## src/hdl/mxr_pkg.sv

```systemverilog
package mxr_pkg;

  localparam int unsigned QUEUE_DEPTH  = 8;
  localparam int unsigned NUM_PORTS    = 5;
  localparam int unsigned PAYLOAD_BITS = 32;

  localparam int unsigned COORD_W   = 5;
  localparam int unsigned RCOORD_W  = 4;
  localparam int unsigned DROP_W    = 16;
  localparam int unsigned PORT_W    = 3;
  localparam int unsigned CFG_IDX_W = 8;
  localparam int unsigned CMD_DEPTH = 2;

  localparam int unsigned PTR_W = (QUEUE_DEPTH > 1) ? $clog2(QUEUE_DEPTH) : 1;
  localparam int unsigned CNT_W = $clog2(QUEUE_DEPTH + 1);

  localparam int unsigned SLOT_W    = 4 * COORD_W + PAYLOAD_BITS;
  localparam int unsigned S_TDATA_W = (SLOT_W + 7) / 8 * 8;
  localparam int unsigned M_TDATA_W = (SLOT_W + DROP_W + 7) / 8 * 8;
  localparam int unsigned M_TUSER_W = PORT_W + 1;

  localparam logic [CFG_IDX_W-1:0] CFG_ROUTER_X = CFG_IDX_W'(0);
  localparam logic [CFG_IDX_W-1:0] CFG_ROUTER_Y = CFG_IDX_W'(1);

  localparam logic REQ_PACKET = 1'b0;
  localparam logic REQ_TICK   = 1'b1;

  localparam logic [PORT_W-1:0] PORT_PE    = PORT_W'(0);
  localparam logic [PORT_W-1:0] PORT_NORTH = PORT_W'(1);
  localparam logic [PORT_W-1:0] PORT_EAST  = PORT_W'(2);
  localparam logic [PORT_W-1:0] PORT_SOUTH = PORT_W'(3);
  localparam logic [PORT_W-1:0] PORT_WEST  = PORT_W'(4);

  localparam logic [COORD_W-1:0] COORD_NONE = '1;
  localparam logic [DROP_W-1:0]  DROP_MAX   = '1;

  typedef enum logic [1:0] {
    CMD_PUSH,
    CMD_DROP,
    CMD_TICK
  } cmd_kind_e;

  typedef struct packed {
    logic [PAYLOAD_BITS-1:0] payload;
    logic [COORD_W-1:0]      dest_y;
    logic [COORD_W-1:0]      dest_x;
    logic [COORD_W-1:0]      src_y;
    logic [COORD_W-1:0]      src_x;
  } slot_t;

  typedef struct packed {
    cmd_kind_e         kind;
    logic [PORT_W-1:0] port;
    slot_t             slot;
  } cmd_t;

  function automatic logic [PTR_W-1:0] ptr_inc(input logic [PTR_W-1:0] ptr);
    return (ptr == PTR_W'(QUEUE_DEPTH - 1)) ? '0 : ptr + PTR_W'(1);
  endfunction

endpackage

```

## src/hdl/mxr_ram.sv

```systemverilog
module mxr_ram #(
  parameter int unsigned WIDTH = 8,
  parameter int unsigned DEPTH = 8,
  parameter int unsigned ADDR_W = (DEPTH > 1) ? $clog2(DEPTH) : 1
) (
  input  logic              clk_i,
  input  logic              we_i,
  input  logic [ADDR_W-1:0] waddr_i,
  input  logic [WIDTH-1:0]  wdata_i,
  input  logic              re_i,
  input  logic [ADDR_W-1:0] raddr_i,
  output logic [WIDTH-1:0]  rdata_o
);

  logic [WIDTH-1:0] mem_q [DEPTH];
  logic [WIDTH-1:0] rdata_q;

  always_ff @(posedge clk_i) begin
    if (we_i) begin
      mem_q[waddr_i] <= wdata_i;
    end
    if (re_i) begin
      rdata_q <= mem_q[raddr_i];
    end
  end

  assign rdata_o = rdata_q;

endmodule

```

## src/hdl/mxr_front.sv

```systemverilog
module mxr_front (
  input  logic                            clk_i,
  input  logic                            rst_ni,
  input  logic                            cfg_valid_i,
  output logic                            cfg_ready_o,
  input  logic [mxr_pkg::CFG_IDX_W-1:0]   cfg_index_i,
  input  logic [mxr_pkg::RCOORD_W-1:0]    cfg_data_i,
  input  logic                            s_axis_tvalid_i,
  output logic                            s_axis_tready_o,
  input  logic [mxr_pkg::S_TDATA_W-1:0]   s_axis_tdata_i,
  input  logic                            s_axis_tuser_i,
  output logic                            cmd_valid_o,
  input  logic                            cmd_ready_i,
  output mxr_pkg::cmd_t                   cmd_o
);
  import mxr_pkg::*;

  logic [RCOORD_W-1:0] router_x_q, router_y_q;
  slot_t               slot;
  logic                empty_slot, bad_dest;
  logic signed [COORD_W-1:0] rx, ry, dx, dy;
  logic [PORT_W-1:0]   port;

  assign cfg_ready_o = 1'b1;

  always_ff @(posedge clk_i or negedge rst_ni) begin
    if (!rst_ni) begin
      router_x_q <= '0;
      router_y_q <= '0;
    end else if (cfg_valid_i) begin
      if (cfg_index_i == CFG_ROUTER_X) begin
        router_x_q <= cfg_data_i;
      end
      if (cfg_index_i == CFG_ROUTER_Y) begin
        router_y_q <= cfg_data_i;
      end
    end
  end

  assign slot       = slot_t'(s_axis_tdata_i[SLOT_W-1:0]);
  assign empty_slot = (slot.src_x == COORD_NONE) && (slot.src_y == COORD_NONE);
  assign bad_dest   = (slot.dest_x == COORD_NONE) || (slot.dest_y == COORD_NONE);

  assign rx = $signed({1'b0, router_x_q});
  assign ry = $signed({1'b0, router_y_q});
  assign dx = $signed(slot.dest_x);
  assign dy = $signed(slot.dest_y);

  // row first, then column
  always_comb begin
    priority if (dy < ry) begin
      port = PORT_NORTH;
    end else if (dy > ry) begin
      port = PORT_SOUTH;
    end else if (dx < rx) begin
      port = PORT_WEST;
    end else if (dx > rx) begin
      port = PORT_EAST;
    end else begin
      port = PORT_PE;
    end
  end

  always_comb begin
    cmd_o.slot = slot;
    cmd_o.port = port;
    priority if (s_axis_tuser_i == REQ_TICK) begin
      cmd_o.kind = CMD_TICK;
    end else if (bad_dest) begin
      cmd_o.kind = CMD_DROP;
    end else begin
      cmd_o.kind = CMD_PUSH;
    end
  end

  // empty slots are taken and discarded here
  assign cmd_valid_o     = s_axis_tvalid_i && ((s_axis_tuser_i == REQ_TICK) || !empty_slot);
  assign s_axis_tready_o = cmd_ready_i;

endmodule

```

## src/hdl/mxr_cmd_fifo.sv

```systemverilog
module mxr_cmd_fifo (
  input  logic          clk_i,
  input  logic          rst_ni,
  input  logic          in_valid_i,
  output logic          in_ready_o,
  input  mxr_pkg::cmd_t in_cmd_i,
  output logic          out_valid_o,
  input  logic          out_ready_i,
  output mxr_pkg::cmd_t out_cmd_o
);
  import mxr_pkg::*;

  localparam int unsigned CPTR_W = (CMD_DEPTH > 1) ? $clog2(CMD_DEPTH) : 1;
  localparam int unsigned CCNT_W = $clog2(CMD_DEPTH + 1);

  cmd_t              mem_q [CMD_DEPTH];
  logic [CPTR_W-1:0] wr_ptr_q, rd_ptr_q;
  logic [CCNT_W-1:0] count_q;
  logic              do_wr, do_rd;

  assign in_ready_o  = (count_q != CCNT_W'(CMD_DEPTH));
  assign out_valid_o = (count_q != '0);
  assign out_cmd_o   = mem_q[rd_ptr_q];
  assign do_wr       = in_valid_i && in_ready_o;
  assign do_rd       = out_valid_o && out_ready_i;

  always_ff @(posedge clk_i) begin
    if (do_wr) begin
      mem_q[wr_ptr_q] <= in_cmd_i;
    end
  end

  always_ff @(posedge clk_i or negedge rst_ni) begin
    if (!rst_ni) begin
      wr_ptr_q <= '0;
      rd_ptr_q <= '0;
      count_q  <= '0;
    end else begin
      if (do_wr) begin
        wr_ptr_q <= (wr_ptr_q == CPTR_W'(CMD_DEPTH - 1)) ? '0 : wr_ptr_q + CPTR_W'(1);
      end
      if (do_rd) begin
        rd_ptr_q <= (rd_ptr_q == CPTR_W'(CMD_DEPTH - 1)) ? '0 : rd_ptr_q + CPTR_W'(1);
      end
      if (do_wr && !do_rd) begin
        count_q <= count_q + CCNT_W'(1);
      end else if (do_rd && !do_wr) begin
        count_q <= count_q - CCNT_W'(1);
      end
    end
  end

endmodule

```

## src/hdl/mxr_back.sv

```systemverilog
module mxr_back (
  input  logic                            clk_i,
  input  logic                            rst_ni,
  input  logic                            cmd_valid_i,
  output logic                            cmd_ready_o,
  input  mxr_pkg::cmd_t                   cmd_i,
  output logic                            m_axis_tvalid_o,
  input  logic                            m_axis_tready_i,
  output logic [mxr_pkg::M_TDATA_W-1:0]   m_axis_tdata_o,
  output logic [mxr_pkg::M_TUSER_W-1:0]   m_axis_tuser_o,
  output logic                            m_axis_tlast_o
);
  import mxr_pkg::*;

  logic [PTR_W-1:0]  head_q [NUM_PORTS];
  logic [PTR_W-1:0]  tail_q [NUM_PORTS];
  logic [CNT_W-1:0]  count_q [NUM_PORTS];
  logic [SLOT_W-1:0] rdata [NUM_PORTS];
  logic [NUM_PORTS-1:0] we, re;

  logic [DROP_W-1:0] drops_q;
  logic [PORT_W-1:0] step_q;

  logic              st1_valid_q, st1_hit_q, st1_last_q;
  logic [PORT_W-1:0] st1_port_q;
  logic [DROP_W-1:0] st1_drops_q;

  logic                 out_valid_q, out_last_q;
  logic [M_TDATA_W-1:0] out_tdata_q, out_tdata_d;
  logic [M_TUSER_W-1:0] out_tuser_q;

  logic  st1_adv, issue_ok, tick_issue, step_last, is_push, full, drop_evt, push_ok;
  slot_t head_slot, empty_slot;

  assign st1_adv    = !out_valid_q || m_axis_tready_i;
  assign issue_ok   = !st1_valid_q || st1_adv;
  assign step_last  = (step_q == PORT_W'(NUM_PORTS - 1));
  assign tick_issue = cmd_valid_i && (cmd_i.kind == CMD_TICK) && issue_ok;
  assign is_push    = cmd_valid_i && (cmd_i.kind == CMD_PUSH);
  assign full       = (count_q[cmd_i.port] == CNT_W'(QUEUE_DEPTH));
  assign push_ok    = is_push && !full;
  assign drop_evt   = (cmd_valid_i && (cmd_i.kind == CMD_DROP)) || (is_push && full);

  // a tick retires when the read step for its last port is issued
  assign cmd_ready_o = (cmd_i.kind != CMD_TICK) || (issue_ok && step_last);

  for (genvar p = 0; p < NUM_PORTS; p++) begin : g_port
    assign we[p] = push_ok && (cmd_i.port == PORT_W'(p));
    assign re[p] = tick_issue && (step_q == PORT_W'(p)) && (count_q[p] != '0);

    mxr_ram #(
      .WIDTH(SLOT_W),
      .DEPTH(QUEUE_DEPTH)
    ) u_ram (
      .clk_i  (clk_i),
      .we_i   (we[p]),
      .waddr_i(tail_q[p]),
      .wdata_i(cmd_i.slot),
      .re_i   (re[p]),
      .raddr_i(head_q[p]),
      .rdata_o(rdata[p])
    );
  end

  always_ff @(posedge clk_i or negedge rst_ni) begin
    if (!rst_ni) begin
      for (int p = 0; p < NUM_PORTS; p++) begin
        head_q[p]  <= '0;
        tail_q[p]  <= '0;
        count_q[p] <= '0;
      end
    end else begin
      for (int p = 0; p < NUM_PORTS; p++) begin
        if (we[p]) begin
          tail_q[p]  <= ptr_inc(tail_q[p]);
          count_q[p] <= count_q[p] + CNT_W'(1);
        end else if (re[p]) begin
          head_q[p]  <= ptr_inc(head_q[p]);
          count_q[p] <= count_q[p] - CNT_W'(1);
        end
      end
    end
  end

  always_ff @(posedge clk_i or negedge rst_ni) begin
    if (!rst_ni) begin
      drops_q     <= '0;
      step_q      <= PORT_PE;
      st1_valid_q <= 1'b0;
      out_valid_q <= 1'b0;
    end else begin
      if (drop_evt && (drops_q != DROP_MAX)) begin
        drops_q <= drops_q + DROP_W'(1);
      end
      if (tick_issue) begin
        step_q <= step_last ? PORT_PE : step_q + PORT_W'(1);
      end
      if (issue_ok) begin
        st1_valid_q <= tick_issue;
      end
      if (st1_adv) begin
        out_valid_q <= st1_valid_q;
      end
    end
  end

  always_ff @(posedge clk_i) begin
    if (tick_issue) begin
      st1_port_q  <= step_q;
      st1_hit_q   <= (count_q[step_q] != '0);
      st1_drops_q <= drops_q;
      st1_last_q  <= step_last;
    end
    if (st1_valid_q && st1_adv) begin
      out_tdata_q <= out_tdata_d;
      out_tuser_q <= {st1_hit_q, st1_port_q};
      out_last_q  <= st1_last_q;
    end
  end

  always_comb begin
    empty_slot.payload = '0;
    empty_slot.dest_y  = COORD_NONE;
    empty_slot.dest_x  = COORD_NONE;
    empty_slot.src_y   = COORD_NONE;
    empty_slot.src_x   = COORD_NONE;
    head_slot          = slot_t'(rdata[st1_port_q]);
    out_tdata_d        = '0;
    out_tdata_d[SLOT_W-1:0]      = st1_hit_q ? head_slot : empty_slot;
    out_tdata_d[SLOT_W +: DROP_W] = st1_drops_q;
  end

  assign m_axis_tvalid_o = out_valid_q;
  assign m_axis_tdata_o  = out_tdata_q;
  assign m_axis_tuser_o  = out_tuser_q;
  assign m_axis_tlast_o  = out_last_q;

endmodule

```

## src/hdl/mesh_xy_router_output_queues.sv

```systemverilog
// Packets: one per cycle while the command queue has room, via that queue into the output queue.
// Ticks: five results, one per port, one per cycle unless the output stalls; a tick holds the
// back end while it steps the ports (one queue-RAM read per non-empty port). Back end and
// output stage stall independently of the front through a two-entry command queue. Reset
// clears config, queue pointers, counts and the drop counter; queue RAM is not cleared.
module mesh_xy_router_output_queues (
  input  logic                            clk_i,
  input  logic                            rst_ni,
  input  logic                            cfg_valid_i,
  output logic                            cfg_ready_o,
  input  logic [mxr_pkg::CFG_IDX_W-1:0]   cfg_index_i,
  input  logic [mxr_pkg::RCOORD_W-1:0]    cfg_data_i,
  input  logic                            s_axis_tvalid_i,
  output logic                            s_axis_tready_o,
  // src_x, src_y, dest_x, dest_y, payload, zero pad
  input  logic [mxr_pkg::S_TDATA_W-1:0]   s_axis_tdata_i,
  // req_type
  input  logic                            s_axis_tuser_i,
  output logic                            m_axis_tvalid_o,
  input  logic                            m_axis_tready_i,
  // out_src_x, out_src_y, out_dest_x, out_dest_y, out_payload, drop_count, zero pad
  output logic [mxr_pkg::M_TDATA_W-1:0]   m_axis_tdata_o,
  // out_port, out_valid
  output logic [mxr_pkg::M_TUSER_W-1:0]   m_axis_tuser_o,
  output logic                            m_axis_tlast_o
);
  import mxr_pkg::*;

  logic cmd_valid, cmd_ready, bk_valid, bk_ready;
  cmd_t cmd, bk_cmd;

  mxr_front u_front (
    .clk_i          (clk_i),
    .rst_ni         (rst_ni),
    .cfg_valid_i    (cfg_valid_i),
    .cfg_ready_o    (cfg_ready_o),
    .cfg_index_i    (cfg_index_i),
    .cfg_data_i     (cfg_data_i),
    .s_axis_tvalid_i(s_axis_tvalid_i),
    .s_axis_tready_o(s_axis_tready_o),
    .s_axis_tdata_i (s_axis_tdata_i),
    .s_axis_tuser_i (s_axis_tuser_i),
    .cmd_valid_o    (cmd_valid),
    .cmd_ready_i    (cmd_ready),
    .cmd_o          (cmd)
  );

  mxr_cmd_fifo u_cmd_fifo (
    .clk_i      (clk_i),
    .rst_ni     (rst_ni),
    .in_valid_i (cmd_valid),
    .in_ready_o (cmd_ready),
    .in_cmd_i   (cmd),
    .out_valid_o(bk_valid),
    .out_ready_i(bk_ready),
    .out_cmd_o  (bk_cmd)
  );

  mxr_back u_back (
    .clk_i          (clk_i),
    .rst_ni         (rst_ni),
    .cmd_valid_i    (bk_valid),
    .cmd_ready_o    (bk_ready),
    .cmd_i          (bk_cmd),
    .m_axis_tvalid_o(m_axis_tvalid_o),
    .m_axis_tready_i(m_axis_tready_i),
    .m_axis_tdata_o (m_axis_tdata_o),
    .m_axis_tuser_o (m_axis_tuser_o),
    .m_axis_tlast_o (m_axis_tlast_o)
  );

  logic             m_take;
  logic [PORT_W-1:0] m_port;
  assign m_take = m_axis_tvalid_o && m_axis_tready_i;
  assign m_port = m_axis_tuser_o[PORT_W-1:0];

  a_last_on_west: assert property (@(posedge clk_i) disable iff (!rst_ni)
    m_axis_tvalid_o |-> (m_axis_tlast_o == (m_port == PORT_WEST)))
    else $error("tlast not aligned with last port");

  a_empty_marker: assert property (@(posedge clk_i) disable iff (!rst_ni)
    (m_axis_tvalid_o && !m_axis_tuser_o[PORT_W]) |->
      (m_axis_tdata_o[4*COORD_W-1:0] == '1) && (m_axis_tdata_o[SLOT_W-1:4*COORD_W] == '0))
    else $error("empty result carries data");

  a_port_order: assert property (@(posedge clk_i) disable iff (!rst_ni)
    (m_take && !m_axis_tlast_o) |=>
      (!m_axis_tvalid_o || (m_port == $past(m_port) + PORT_W'(1))))
    else $error("port results out of order");

  a_tick_restart: assert property (@(posedge clk_i) disable iff (!rst_ni)
    (m_take && m_axis_tlast_o) |=> (!m_axis_tvalid_o || (m_port == PORT_PE)))
    else $error("tick does not start at port PE");

endmodule
```

## config.mk

```make
export PLATFORM = sky130hd
export DESIGN_NAME = mesh_xy_router_output_queues
export DESIGN_NICKNAME = d
export VERILOG_FILES = /design/src/hdl/mxr_pkg.sv /design/src/hdl/mxr_ram.sv /design/src/hdl/mxr_front.sv /design/src/hdl/mxr_cmd_fifo.sv /design/src/hdl/mxr_back.sv /design/src/hdl/mesh_xy_router_output_queues.sv
export SDC_FILE = /design/constraint.sdc
export NUM_CORES = 2
export LEC_CHECK = 0
export ABC_AREA = 1
export BUFFER_PORTS_ARGS = -buffer_cell sky130_fd_sc_hd__buf_2
export CORE_AREA = 5 5 488 490
export DETAILED_ROUTE_END_ITERATION = 10
export DIE_AREA = 0 0 493 495
export HOLD_SLACK_MARGIN = 0.03
export SETUP_SLACK_MARGIN = 0.2
export SLEW_MARGIN = 20
export SYNTH_ARGS = -nofsm -noshare
export SYNTH_HDL_FRONTEND = slang
export SYNTH_SLANG_ARGS = --single-unit
```

## constraint.sdc

```tcl
create_clock -name clk_i -period 8.3 [get_ports clk_i]
set_input_delay 0 -clock clk_i [delete_from_list [all_inputs] [get_ports clk_i]]
set_output_delay 0 -clock clk_i [all_outputs]
set_load 0.02 [all_outputs]
```

# [Yosys cells after proc, flatten, opt, wreduce, memory -nomap -nowiden]
# Memories as Yosys holds them, arrays and structs flattened. A register that Yosys moved wholly into a read port is not among the register bits.
# Index checks and enable logic that the tools add are counted.
[op_classes] magnitude_cmp=7 bitwise_logic=8 addsub=26 reduce_logical=66 eq_ne=29 mux=52
[ops] cell="52-bit binary-select mux with 3-bit select" count=1
[ops] cell="52-bit 2-to-1 mux" count=2
[ops] cell="4-bit 2-to-1 mux" count=14
[ops] cell="3-bit 2-to-1 mux" count=14
[ops] cell="3-bit equality test (second input constant)" count=12
[ops] cell="3-bit by 1-bit adder with 3-bit output (second input constant)" count=11
[ops] cell="1-bit logical AND" count=30
[ops] cell="4-bit binary-select mux with 3-bit select" count=2
[ops] cell="4-bit nonzero test" count=6
[ops] cell="4-bit by 1-bit adder with 4-bit output (second input constant)" count=5
[ops] cell="5-bit equality test (second input constant)" count=4
[ops] cell="4-bit by 1-bit subtractor with 4-bit output (second input constant)" count=5
[ops] cell="16-bit by 1-bit adder with 16-bit output (second input constant)" count=1
[ops] cell="16-bit inequality test (second input constant)" count=1
[ops] cell="1-bit 2-to-1 mux" count=15
[ops] cell="2-bit AND reduction" count=7
[ops] cell="2-bit nonzero test" count=7
[ops] cell="3-bit by 2-bit equality test with 1-bit output (second input constant)" count=4
[ops] cell="4-bit >= comparator (second input constant)" count=3
[ops] cell="3-bit NOT with 4-bit output" count=3
[ops] cell="5-bit > comparator" count=2
[ops] cell="5-bit less-than comparator" count=2
[ops] cell="8-bit by 1-bit equality test with 1-bit output (second input constant)" count=1
[ops] cell="8-bit logical NOT" count=1
[ops] cell="other kinds (14)" count=35
[word_totals] in_bits=74 out_inout_bits=80 ff_bits=177 ramBits=2194 n_memories=6
[memory_table] memory="u_back.g_port[0].u_ram.mem_q" words=8 width=52 rd=1 rd_ports_with_merged_regs=1 write_ports=1 line="mxr_ram.sv:15" text="logic [WIDTH-1:0] mem_q [DEPTH];"
[memory_table] memory="u_back.g_port[1].u_ram.mem_q" words=8 width=52 rd=1 rd_ports_with_merged_regs=1 write_ports=1 line="mxr_ram.sv:15"
[memory_table] memory="u_back.g_port[2].u_ram.mem_q" words=8 width=52 rd=1 rd_ports_with_merged_regs=1 write_ports=1 line="mxr_ram.sv:15"
[memory_table] memory="u_back.g_port[3].u_ram.mem_q" words=8 width=52 rd=1 rd_ports_with_merged_regs=1 write_ports=1 line="mxr_ram.sv:15"
[memory_table] memory="u_back.g_port[4].u_ram.mem_q" words=8 width=52 rd=1 rd_ports_with_merged_regs=1 write_ports=1 line="mxr_ram.sv:15"
[memory_table] memory="u_cmd_fifo.mem_q" words=2 width=57 rd=1 rd_ports_with_merged_regs=0 write_ports=1 line="mxr_cmd_fifo.sv:16" text="cmd_t mem_q [CMD_DEPTH];"

# [Depth between registers and ports, before layout]
# An unclocked memory read counts as a cell.
[logic_depth] depth_word=11 depth_mapped=21 depth_no_buf=19

# [Modules after synthesis]
# A second synthesis with hierarchy kept.
[unflattened] cells_unflattened=10950 hier_area_um2=113468.8
[by_module_without_submodules] module="mxr_ram" instances=5 cells_each=1867 area_each_um2=19681.4
[by_module_without_submodules] module="mxr_back" instances=1 cells_each=1133 area_each_um2=9552.9
[by_module_without_submodules] module="mxr_cmd_fifo" instances=1 cells_each=327 area_each_um2=4377.9
[by_module_without_submodules] module="mxr_front" instances=1 cells_each=155 area_each_um2=1131.1

# [Worst setup path after synthesis]
# No wires, ideal clock.
[synth_timing] kind="register to register" from="register u_cmd_fifo.rd_ptr_q" to="memory u_back.g_port[2].u_ram.mem_q[6][0] (netlist name) (enable)" setup_time_ps=526 synth_period_minus_slack_ps=5723 setup_slack_ps=2577 n_path_buf=2 arrival_time_ps=5197 path_stages_with_launch=14 path_cell_list="dfrtp_1 inv_2 nand2_1 nand2_1 nand2_1 o21ai_0 inv_1 nand3_1 nand2_1 nand2_1 buf_6 nand3_4 buf_2 nor3_1"
[synth_between] elab_chain_len=11 elab_cells_between_ends=14 classes_between="2 x eq/ne; 5 x mux; 1 x bitwise; 5 x reduce/logical; 1 x memory"
[synth_lines] element="from (decl)" line="mxr_cmd_fifo.sv:17" text="logic [CPTR_W-1:0] wr_ptr_q, rd_ptr_q;"
[synth_lines] element="from (signal assigned)" line="mxr_cmd_fifo.sv:43" text="rd_ptr_q <= (rd_ptr_q == CPTR_W'(CMD_DEPTH - 1)) ? '0 : rd_ptr_q + CPTR_W'(1);"
[synth_lines] element="memory 2 x 57 bit *"
[synth_lines] element="3-bit NOT with 4-bit output (not written as such)" line="mxr_back.sv:40" text="assign full = (count_q[cmd_i.port] == CNT_W'(QUEUE_DEPTH));"
[synth_lines] element="4-bit binary-select mux with 3-bit select" line="mxr_back.sv:40"
[synth_lines] element="4-bit 2-to-1 mux (not written as such) (2 in series)" line="mxr_back.sv:40"
[synth_lines] element="4-bit equality test" line="mxr_back.sv:40"
[synth_lines] element="1-bit logical NOT" line="mxr_back.sv:41" text="assign push_ok = is_push && !full;"
[synth_lines] element="1-bit logical AND" line="mxr_back.sv:41"
[synth_lines] element="1-bit logical AND *" line="mxr_back.sv:48" text="assign we[p] = push_ok && (cmd_i.port == PORT_W'(p));"
[synth_lines] element="1-bit 2-to-1 mux *" line="mxr_ram.sv:19" text="if (we_i) begin"
[synth_lines] element="1-bit 2-to-1 mux (not written as such) *" line="mxr_ram.sv:20" text="mem_q[waddr_i] <= wdata_i;"
[synth_lines] element="to (decl)" line="mxr_ram.sv:15"
# Every way passes the cells marked *; elsewhere a longest branch is shown, timed or not. The select of a mux whose other input is x is not followed.

# [Final worst setup path]
[layout_timing] from="register u_cmd_fifo.rd_ptr_q" to="memory u_back.g_port[4].u_ram.mem_q[7][22] (netlist name) (enable)"
[layout_between] elab_chain_len=11 elab_cells_between_ends=14 classes_between="2 x eq/ne; 5 x mux; 1 x bitwise; 5 x reduce/logical; 1 x memory"
[layout_lines] element="memory 2 x 57 bit *"
[layout_lines] element="3-bit NOT with 4-bit output (not written as such)" line="mxr_back.sv:40"
[layout_lines] element="4-bit binary-select mux with 3-bit select" line="mxr_back.sv:40"
[layout_lines] element="4-bit 2-to-1 mux (not written as such) (2 in series)" line="mxr_back.sv:40"
[layout_lines] element="4-bit equality test" line="mxr_back.sv:40"
[layout_lines] element="1-bit logical NOT" line="mxr_back.sv:41"
[layout_lines] element="1-bit logical AND" line="mxr_back.sv:41"
[layout_lines] element="1-bit logical AND *" line="mxr_back.sv:48"
[layout_lines] element="1-bit 2-to-1 mux *" line="mxr_ram.sv:19"
[layout_lines] element="1-bit 2-to-1 mux (not written as such) *" line="mxr_ram.sv:20"
[layout_lines] element="to (decl)" line="mxr_ram.sv:15"
# Marked as above.

==> metrics.txt <==
HP Class input pin to register; vias per cell 5.67; ys flop type edfxtp_1; drt total wl 278000 µm; io pins 154; clock sink count 2631; post-layout min period 5.88 ns; Max Clk Rate 170 MHz; # port buffers 144; WP data arrival 6.39 ns; Synth Instances 7725; Yosys reg bits 2631; skew final 0.0620 ns; CTS Buf Count 289; clk root buf clkbuf_16; Fill cells 19600; Initial DRC Count 7165; global placement routability congestion 0.835; Yosys cell types 45; measured slew at the worst slew-check pin 1.18 ns; Worst setup SP type register; Final HPWL DP 157000 µm; Final ANT Viol Nets 0; post-synthesis instance area 102000 µm²; Worst-Skew Late Latency 0.93 ns; drt pass-1 iters 6; critical-path maximum fanout 60; number of flops mapped to enable cells by yosys 2548; antenna violations before repair 11; largest net degree at the start of global routing 150; register area share after synthesis 77.1%; post-synthesis simple-gate area fraction 9.71%; first-pass GRT wire length 408000 µm; XOR/XNOR share of the synthesized area 0.189%; Max-slew headroom 21.2%; Initial Utilization 43.6%; worst hold slack 0.146 ns; Die W 493 µm; mux contribution to synthesized area 0%; TritonCTS clock tree yes; Core ar. 234000 µm²; endpoints failing setup 0; drt wl/cell 24.8 µm; post-synthesis compound-gate area fraction 9.90%; post-CTS resize count 0; VDD IR max 0.285 mV; number of max-cap violations 0; most frequent CP cell nand2_1; PwrDens 364 nW/µm²; Worst-path clk slew 0.06 ns; largest family of logic cells by synthesized area compound AO/OA/AOI/OAI gates; Final nets 8103; critical path class register to register; Worst Path Required 8.81 ns; total negative slack 0 ns; Async S/R FF share, synth 3.15%; die area 244000 µm²; worst-case clock buffer depth 4; share of cells above drive strength 1 9.72%; grt total ovfl 0; Hold Fails Final Rpt 0; Total Routing Usage GR 22.3%; RSZ-0062 raised after global routing false; crit-path cells clkinv_2 > nand2_1 > nand2_1 > nand2_1 > nor2_4 > nand3_1 > nand2_1 > nand2_1 > nand3_4 > inv_2 > nand2_1 > nor2_4 > buf_4; run status finished, final reports clean; Synth Area in Adders 0.651%; slowest cell delay on critical path 0.89 ns; Post-CTS Setup Bufs 0; vias post-DR 63700; H-tree Lvls 5; Final Max Tran Viols 0; Die H 495 µm; Mean Syn Cell Area 13.2 µm²; area growth from synthesis to layout 14.2%; via count of the first global-routing pass 61400; Final Cycle Share 70.9%; CP endpoint kind register; synth warn 0; slowest cell on the critical path clkinv_2; detailed-route DRC error count 0; Pleak 38.6 nW; Placement Rows 178
metrics by stage:
| step | total power [W] | util, % | cell area [µm²] | setup slack, ns | std cells |
|---|---|---|---|---|---|
| 2_1_floorplan | 0.0256 | - | 102000 | 2.58 | 7728 |
| 3_3_place_gp | 0.0302 | 45.5 | 106000 | 2.29 | 10600 |
| 3_5_place_dp | 0.0304 | 45.5 | 106000 | 2.31 | 10600 |
| 4_1_cts | 0.0425 | 49.8 | 116000 | 2.29 | 11200 |
| 5_1_grt | 0.0443 | 49.8 | 116000 | 2.00 | 11200 |
| 6_report | 0.0423 | 49.8 | 116000 | 2.42 | 11200 |
synthesized netlist by cell type (2+ instances only):
| cell | count | area, µm² |
|---|---|---|
| inv_2 | 10 | 37.5 |
| a22oi_1 | 20 | 150 |
| o21ai_1 | 3 | 15.0 |
| o32ai_1 | 52 | 455 |
| buf_2 | 4 | 20.0 |
| buf_4 | 7 | 52.6 |
| nor2_1 | 2024 | 7600 |
| nand3_1 | 42 | 210 |
| nor3_1 | 40 | 200 |
| inv_1 | 148 | 556 |
| ha_1 | 45 | 563 |
| nand2_2 | 2 | 12.5 |
| nand4_1 | 12 | 75.1 |
| fa_1 | 5 | 100 |
| clkinv_1 | 5 | 18.8 |
| dfrtp_1 | 83 | 2080 |
| nand3_4 | 6 | 105 |
| edfxtp_1 | 2548 | 76500 |
| o21ai_0 | 1178 | 5900 |
| nor2_4 | 4 | 45.0 |
| nor4_1 | 5 | 31.3 |
| buf_1 | 29 | 109 |
| a21oi_1 | 42 | 210 |
| buf_6 | 4 | 45.0 |
| clkbuf_1 | 428 | 1610 |
| xnor2_1 | 4 | 35.0 |
| a31oi_1 | 265 | 1660 |
| nand2_1 | 415 | 1560 |
| xor2_1 | 18 | 158 |
| conb_1 | 2 | 7.51 |
| o22ai_1 | 261 | 1630 |
power breakdown:
part           switching [W]  internal, W
Combinational        0.00926      0.00294
Clock                0.00500      0.00707
Sequential          0.000623       0.0174
what timing repair did:
| action | CTS | global route |
|---|---|---|
| endpoints found under the hold margin | 266 | 0 |
| setup endpoints to repair | 0 | 0 |
| hold buffers | 130 | 0 |
per-layer routing:
| layer | GRT usage, % | wire length (µm) |
|---|---|---|
| met4 | 6.78 | 7980 |
| met3 | 3.75 | 21700 |
| met2 | 36.3 | 133000 |
| met5 | 0 | 7 |
| met1 | 31.0 | 116000 |
final cells by class:
type	count	area (µm²)	area share [%]
antenna	9	22.5	0.0194
clock buffer	358	7630	6.56
clock inverter	121	1080	0.925
inverter	164	672	0.578
multi-input combinational	4461	21200	18.2
sequential	2631	78600	67.6
tap	3060	3830	3.29
timing repair buffer	432	3260	2.80
cell usage in the layout, fill, tap and decap left out, types with 6 or more instances in the layout:
cell type and count:
nand3_1 42, clkbuf_16 292, diode_2 9, clkinv_2 44, buf_2 143, buf_4 156, inv_1 138, inv_4 7
nand3_4 6, nor3_1 7, xor2_1 18, nor2_4 15, dfrtp_4 11, nand2_1 396, nand2_2 20, nor2_1 2013
clkinvlp_4 7, o22ai_1 261, inv_2 6, clkbuf_8 8, clkbuf_1 58, clkinv_1 50, dfrtp_1 72, nand4_1 12
nor3_2 33, a21oi_1 41, bufinv_16 19, ha_1 45, dlygate4sd3_1 129, o32ai_1 49, a22oi_1 20, inv_6 11
a31oi_1 265, o21ai_0 1178, edfxtp_1 2548
state kept, by name (all words and copies together), names as in the netlist, 2 cells and up:
signal,flops
u_front.router_y_q,4
u_back.step_q,3
u_back.g_port.u_ram.mem_q,2080
u_back.count_q,20
u_back.drops_q,16
u_back.head_q,15
u_back.m_axis_tuser_o,4
u_front.router_x_q,4
u_back.st1_drops_q,16
u_cmd_fifo.count_q,2
u_back.tail_q,15
u_cmd_fifo.mem_q,114
u_back.st1_port_q,3
u_back.g_port.u_ram.rdata_o,260
u_back.m_axis_tdata_o,68
cells by family after synthesis:
kind of cell	after synthesis
other	2
and+or+nand+nor	2556
AOI/OAI and AO/OA	1828
xor gates and xnor gates	22
DFF	2631
adders and majority gates	50
buffers and inverters	636
worst max-delay path, delay by kind of cell (launching register included):
family,cells,cell delay [ns]
simple gates,10,2.83
buf+inv,3,1.65
flops,1,0.86
worst paths after layout:
kind	start	endpoint	slack [ns]	cells past startpoint
worst max-delay path	u_cmd_fifo.rd_ptr_q	u_back.g_port[4].u_ram.mem_q[7][22]	2.42	13
worst min-delay path	s_axis_tdata_i[14]	u_cmd_fifo.mem_q[0][54]	0.15	4
worst max register to register	u_cmd_fifo.rd_ptr_q	u_back.g_port[4].u_ram.mem_q[7][22]	2.42	13
worst min register to register	u_back.st1_drops_q[11]	u_back.m_axis_tdata_o[63]	0.41	0
max in group asynchronous	rst_ni	u_cmd_fifo.rd_ptr_q	7.14	4
min in group asynchronous	rst_ni	u_back.tail_q[9]	0.19	4
Power figures use the tool's default switching activity.
